`src/rtl/dzce_fifo.sv`:
```
// ----------------------------------------------------------------------------
// Small register FIFO
// Valid/ready on both sides, with a fill level for credit checks.
// ----------------------------------------------------------------------------
module dzce_fifo #(
    parameter int  DEPTH  = 4,
    parameter type item_t = logic
) (
    input  logic                       clk,
    input  logic                       rst_n,
    input  logic                       wr_valid,
    output logic                       wr_ready,
    input  item_t                      wr_data,
    output logic                       rd_valid,
    input  logic                       rd_ready,
    output item_t                      rd_data,
    output logic [$clog2(DEPTH+1)-1:0] level
);

    localparam int PW = $clog2(DEPTH);
    localparam int LW = $clog2(DEPTH + 1);

    item_t         slot_reg [DEPTH];
    logic [PW-1:0] wr_ptr_reg, wr_ptr_next;
    logic [PW-1:0] rd_ptr_reg, rd_ptr_next;
    logic [LW-1:0] count_reg, count_next;
    logic          push, pop;

    assign wr_ready = (count_reg != LW'(DEPTH));
    assign rd_valid = (count_reg != '0);
    assign rd_data  = slot_reg[rd_ptr_reg];
    assign level    = count_reg;
    assign push     = wr_valid && wr_ready;
    assign pop      = rd_valid && rd_ready;

    always_comb
    begin
        wr_ptr_next = wr_ptr_reg;
        rd_ptr_next = rd_ptr_reg;
        count_next  = count_reg;
        if (push)
        begin
            wr_ptr_next = (wr_ptr_reg == PW'(DEPTH - 1)) ? '0 : wr_ptr_reg + PW'(1);
        end
        if (pop)
        begin
            rd_ptr_next = (rd_ptr_reg == PW'(DEPTH - 1)) ? '0 : rd_ptr_reg + PW'(1);
        end
        if (push && !pop)
        begin
            count_next = count_reg + LW'(1);
        end
        else if (pop && !push)
        begin
            count_next = count_reg - LW'(1);
        end
    end

    always_ff @(posedge clk or negedge rst_n)
    begin
        if (!rst_n)
        begin
            wr_ptr_reg <= '0;
            rd_ptr_reg <= '0;
            count_reg  <= '0;
        end
        else
        begin
            wr_ptr_reg <= wr_ptr_next;
            rd_ptr_reg <= rd_ptr_next;
            count_reg  <= count_next;
        end
    end

    always_ff @(posedge clk)
    begin
        if (push)
        begin
            slot_reg[wr_ptr_reg] <= wr_data;
        end
    end

endmodule

```
`config.mk`:
```
export PLATFORM = sky130hd
export DESIGN_NAME = dzce_fifo
export DESIGN_NICKNAME = d
export VERILOG_FILES = /design/src/rtl/dzce_fifo.sv
export SDC_FILE = /design/constraint.sdc
export NUM_CORES = 1
export LEC_CHECK = 0
export BUFFER_PORTS_ARGS = -buffer_cell sky130_fd_sc_hd__buf_4
export CAP_MARGIN = 0
export CORE_AREA = 2 2 39 41
export CTS_CLUSTER_DIAMETER = 30
export DETAILED_ROUTE_END_ITERATION = 10
export DIE_AREA = 0 0 41 43
export GPL_ROUTABILITY_DRIVEN = 0
export PLACE_DENSITY = 0.73
export SYNTH_ARGS = -nofsm -noshare
export SYNTH_HDL_FRONTEND = slang
export SYNTH_SLANG_ARGS = --single-unit
```
`constraint.sdc`:
```
create_clock -name clk -period 3.4 [get_ports clk]
set_input_delay 0.51 -clock clk [delete_from_list [all_inputs] [get_ports clk]]
set_output_delay 0.51 -clock clk [all_outputs]
set_load 0.05 [all_outputs]
```
==> results of run 1 <==
==> layer usage <==
layer / track usage [%] / up-vias / routed length (um)
li1: - / 170 / -
met1: 15.07 / 159 / 360
met2: 15.94 / 6 / 381
met3: 9.424 / 0 / 42
met4: 2.000 / 0 / 0
met5: 0 / - / 0
==> cells in the final DEF (no fill, tap or decap), drive strengths merged <==
cell type  synthesis  routed
and2               4       4
dfrtp              7       7
nand2              2       2
a21boi             1       1
ha                 6       6
edfxtp             4       4
mux4               1       1
xnor2              1       1
or3                1       1
nor2               4       4
inv                3       3
clkbuf             0       4
mux2               5       5
fa                 1       1
xor2               2       2
buf                0      10
==> worst max-delay path: cells and delay by family, from the launching register on <==
kind / cells / cell delay (ns)
DFF: 1 / 0.44
and+or+nand+nor: 3 / 0.62
adders and majority gates: 2 / 0.55
buffers and inverters: 1 / 0.06
xor gates and xnor gates: 2 / 0.30
==> kinds of logic after synthesis <==
kind of cell | Yosys count
compound gates | 1
xor+xnor | 3
fa+ha+maj | 7
buf+inv | 3
flops | 11
mux | 6
simple gates | 11
==> area by class of cell <==
class                           count  area, um^2
Clock buffer                        4       26.28
Tap cell                           16       20.02
Fill cell                         108       670.6
Timing Repair Buffer               10       75.07
Sequential cell                    11       295.3
Inverter                            3       11.26
Multi-Input combinational cell     28       285.3
==> path summary, 6_finish.rpt <==
check,startpoint,end,cells past startpoint
worst max-delay path,level[0],level[2],8
worst min-delay path,rst_n,level[0],1
worst max register to register,level[0],level[2],8
worst min register to register,level[2],level[2],1
max in group asynchronous,rst_n,level[1],1
min in group clk,wr_data,slot_reg[3],1
==> through the flow <==
stage          hold WS (ns)  setup WS (ns)  area (um^2)
6_report            0.04614          1.348        713.2
5_1_grt             0.02726          1.264        713.2
4_1_cts             0.04006          1.333        713.2
3_5_place_dp         0.3276          1.357        686.9
3_3_place_gp         0.3298          1.372        686.9
2_1_floorplan        0.2144          1.079        591.8
==> metrics, run 1 <==
top cell type by total area after synthesis dfrtp_1; CTS clock-pin slew for the worst setup and hold paths 0.06 ns; CTS Hold Bufs 0; Slew Limit Fails 0; mux cell area share after synthesis 14.59%; Async SR Flop Fraction 63.64%; Final ANT Viol Nets 0; Die W 41 um; RSZ-0062 raised after global routing no; compound-gate portion of the synthesized area 1.903%; Synth Cell Area 591.8 um^2; Max stage delay on crit path 0.44 ns; FMAX 487.2 MHz; Final min period 2.053 ns; initial DRC count 5; routed wire length per instance 10.89 um; overall via count from detail_route 335; Inst Count DP 68; Nets 69; sequential fraction of the synthesis area 49.89%; Crit-path slowest cell dfrtp_1; number of synthesized flops with an enable pin 4; Layout Area Growth over Synthesis 20.51%; vias in the first global route 319; Total GRT Usage 11.87%; post_cts resized 0; Avg Inst Size Synth 14.09 um^2; DIE AREA 1763 um^2; Top FF cell, synth dfrtp_1; crit share post-route 60.37%; Clock H-tree levels 1; via-per-instance ratio 4.653; initial antenna violation count 0; skew final 0.002188 ns; Worst-Margin Slew 0.2893 ns; Ys Warns 0; crit-path cells or3_4 -> nand2_4 -> ha_1 -> inv_1 -> fa_1 -> xor2_1 -> nor2_1 -> xor2_1; critical path fanouts, max 5; I/O pins 11; dpl hpwl 615.8 um; Post-Synth Simple-Gate Area 11.21%; Starting Density 42.77%; Largest register FFs 4; largest family of logic cells by synthesized area adder cells; endpoint class of the critical path register; Worst EP arrival 2.24 ns; MaxCap Viol Count 0; Crit Path Category register to register; Final Hold Fails 0; post-CTS setup buffers 0; core area 1384 um^2; share of cells above drive strength 1 39.29%; top cells by area, synth dfrtp_1 30%, edfxtp_1 20%, ha_1 13%, mux2_2 5.7%, mux2_4 5.1%; DRC errors left 0; most frequent cell after synthesis dfrtp_1; Num CTS Buffers 3; clk root buf clkbuf_4; HP Class input pin to asynchronous set/reset pin; count of final setup violators 0; cell repeated most along the worst path xor2_1; Commonest cells post-synth 7 x dfrtp_1, 6 x ha_1, 4 x and2_1, 4 x edfxtp_1, 4 x nor2_1; clk_lat worst skew 0.26 ns; clk buf depth 2; Startpoint Class register; global-route wire length before repair 1331 um; Synth Area in XOR/XNOR 4.440%; largest net degree at the start of global routing 8; Non-Filler Instances 72; Worst Path Required 3.59 ns; Yosys reg bits 11; Max-slew headroom 80.60%; Sink Count 11; Worst R2R Setup Slack 1.35 ns; antenna cells 0; Layout Utilization 51.54%; count of different cell masters after synthesis 16; GRT overflow 0; share of the synthesized area in the top cell type 29.60%; I/O Buffers 10; Setup TNS 0 ns; routed wire length 784 um; row count 14; outcome finished clean; chip height 43 um; Post-Syn Nets 54; Pre-Repair DR Iteration Count 3; CTS tree done; Syn Inst Count 42; Synth Area in Adders 16.07%
Power of run 1 is not shown: default switching activity piles up to over one toggle a cycle in this logic, so the estimate is an artifact.
==> inputs of run 2 (changes only) <==
--- a/config.mk
+++ b/config.mk
@@ -12,7 +12,7 @@
 export DETAILED_ROUTE_END_ITERATION = 10
 export DIE_AREA = 0 0 41 43
 export GPL_ROUTABILITY_DRIVEN = 0
-export PLACE_DENSITY = 0.73
+export PLACE_DENSITY = 0.76
 export SYNTH_ARGS = -nofsm -noshare
 export SYNTH_HDL_FRONTEND = slang
 export SYNTH_SLANG_ARGS = --single-unit
==> constraint.sdc (replaced) <==
create_clock -name clk -period 1.8 [get_ports clk]
set_input_delay 0.27 -clock clk [delete_from_list [all_inputs] [get_ports clk]]
set_output_delay 0.27 -clock clk [all_outputs]
set_load 0.05 [all_outputs]
==> run 2 against run 1 <==
Against the previous run: the flow now finishes with violations (setup timing); fmax grew 10%; clock skew shrank 0.0018 ns; worst setup slack lost 1.4 ns; global-route usage grew 2.3 points; sequential share of layout area shrank 5.1 points; clock-buffer cell count shrank 1.
==> metrics, run 2 (synthesis gave the netlist of run 1 again) <==
count of final setup violators 2 (was 0); Total GRT Usage 14.18% (was 11.87%); Layout Area Growth over Synthesis 39.32% (was 20.51%); skew final 0.0004362 ns (was 0.002188 ns); Starting Density 42.77% (unchanged); Peak VDD IR 837.9 uV; crit-path cells or3_4 -> nand2_4 -> ha_4 -> inv_2 -> fa_2 -> xor2_1 -> nor2_1 -> xor2_1 (was or3_4 -> nand2_4 -> ha_1 -> inv_1 -> fa_1 -> xor2_1 -> nor2_1 -> xor2_1); Slew Limit Fails 0 (unchanged); Crit-path slowest cell dfrtp_2 (was dfrtp_1); row count 14 (unchanged); endpoint class of the critical path register (unchanged); clk_lat worst skew 0.27 ns (was 0.26 ns); largest net degree at the start of global routing 8 (unchanged); I/O Buffers 10 (unchanged); outcome complete, but fails checks (was finished clean); Non-Filler Instances 83 (was 72); Final Cell Area 824.5 um^2 (was 713.2 um^2); initial DRC count 4 (was 5); Crit Path Category register to register (unchanged); chip height 43 um (unchanged); FMAX 535.7 MHz (was 487.2 MHz); Num CTS Buffers 3 (unchanged); CTS tree done (unchanged); DIE AREA 1763 um^2 (unchanged); initial antenna violation count 0 (unchanged); Max stage delay on crit path 0.42 ns (was 0.44 ns); setup ws final -0.06662 ns (was 1.348 ns); Worst Path Required 1.99 ns (was 3.59 ns); leak pwr 0.3828 nW; Startpoint Class register (unchanged); Bufs and invs on worst path 1 (unchanged); GRT overflow 0 (unchanged); critical path fanouts, max 2 (was 5); global-route wire length before repair 1545 um (was 1331 um); Inst Count DP 75 (was 68); Worst-Margin Slew 0.1900 ns (was 0.2893 ns); routed wire length 1052 um (was 784 um); Die W 41 um (unchanged); Multi-input gate area 306.5 um^2 (was 285.3 um^2); Post-DP Area 762.0 um^2 (was 686.9 um^2); share of cells above drive strength 1 59.70% (was 39.29%); crit share post-route 103.7% (was 60.37%); core area 1384 um^2 (unchanged); CTS clock-pin slew for the worst setup and hold paths 0.07 ns (was 0.06 ns); failing checks setup timing; clk buf depth 2 (unchanged); RSZ-0062 raised after global routing yes (was no); MaxCap Viol Count 0 (unchanged); Sink Count 11 (unchanged); I/O pins 11 (unchanged); dpl hpwl 803.7 um (was 615.8 um); via-per-instance ratio 4.880 (was 4.653); Final min period 1.867 ns (was 2.053 ns); vias in the first global route 392 (was 319); most common cell after layout, fill and taps aside buf_4 (unchanged); Final ANT Viol Nets 0 (unchanged); routed wire length per instance 12.67 um (was 10.89 um); commonest cells after routing, fill and taps aside 20 x buf_4, 5 x ha_1, 4 x and2_1, 4 x dfrtp_1, 4 x edfxtp_1 (was 10 x buf_4, 7 x dfrtp_1, 6 x ha_1); Setup TNS -0.1282 ns (was 0 ns); Filler cells 117 (was 108); clk root buf clkbuf_4 (unchanged); Final Hold Fails 0 (unchanged); overall via count from detail_route 405 (was 335); PD cells 1986 nW/um^2; Max-slew headroom 87.26% (was 80.60%); Pre-Repair DR Iteration Count 4 (was 3); Crit path max-delay family simple AND/OR/NAND/NOR gates (unchanged); Reg area 299.0 um^2 (was 295.3 um^2); antenna cells 0 (unchanged); HP Class input pin to register (was input pin to asynchronous set/reset pin); Nets 80 (was 69); hold slack 0.1994 ns (was 0.04614 ns); DRC errors left 0 (unchanged); cell repeated most along the worst path xor2_1 (unchanged); Clock H-tree levels 1 (unchanged); Worst EP arrival 2.06 ns (was 2.24 ns); Largest register FFs 4 (unchanged)
## run 2: cell count changes in the layout (fill, tap and decap cells not counted), sizes merged
cell / previous run / this run
buf: 10 / 20
clkbuf: 4 / 3
clkinv: 0 / 1
dlygate4sd3: 0 / 1
## run 2: per-stage QoR
stage	setup slack, ns	util [%]	power (W)
2_1_floorplan	-0.3268	-	0.001121
3_3_place_gp	-0.02568	55.06	0.001392
3_5_place_dp	-0.06352	55.06	0.001439
4_1_cts	-0.06089	59.04	0.001636
5_1_grt	-0.1248	59.58	0.001745
6_report	-0.06662	59.58	0.001638
## run 2: area by class of cell
type                            count  area share [%]
Multi-Input combinational cell     28           37.18
Sequential cell                    11           36.27
Timing Repair Buffer               21           19.42
Clock buffer                        3           2.731
Tap cell                           16           2.428
Inverter                            3           1.366
Clock inverter                      1          0.6070
## run 2: report_power, final
part | total (W) | leakage [nW] | switching, W | internal (W)
registers | 0.000460 | 0.116 | 0.0000864 | 0.000374
clock network | 0.000169 | 0.0177 | 0.0000871 | 0.0000822
logic | 0.00101 | 0.249 | 0.000533 | 0.000475
## run 2: worst paths after layout
| kind | startpoint | end | slack [ns] | cells after the start |
|---|---|---|---|---|
| worst max-delay path | level[2] | level[2] | -0.07 | 8 |
| worst min-delay path | wr_data | slot_reg[1] | 0.20 | 1 |
| worst max register to register | level[2] | level[2] | -0.07 | 8 |
| worst min register to register | wr_ptr_reg[1] | wr_ptr_reg[1] | 0.58 | 1 |
| max in group asynchronous | rst_n | level[2] | 1.32 | 2 |
| min in group asynchronous | rst_n | rd_ptr_reg[0] | 0.34 | 2 |
## run 2: timing repair
action	CTS	global route
hold endpoints to repair	7	0
endpoints found under the setup margin	2	2
resized for setup	1	0
pin swaps	2	0
setup buffers	2	1
hold buffers	1	0
## run 2: layer usage
layer / track usage [%] / wire length (um) / vias to the layer above
li1: - / - / 193
met1: 13.56 / 395 / 206
met2: 24.38 / 628 / 4
met3: 3.141 / 13 / 2
met4: 10.00 / 14 / 0
met5: 0 / 0 / -
Power figures use the tool's default switching activity.
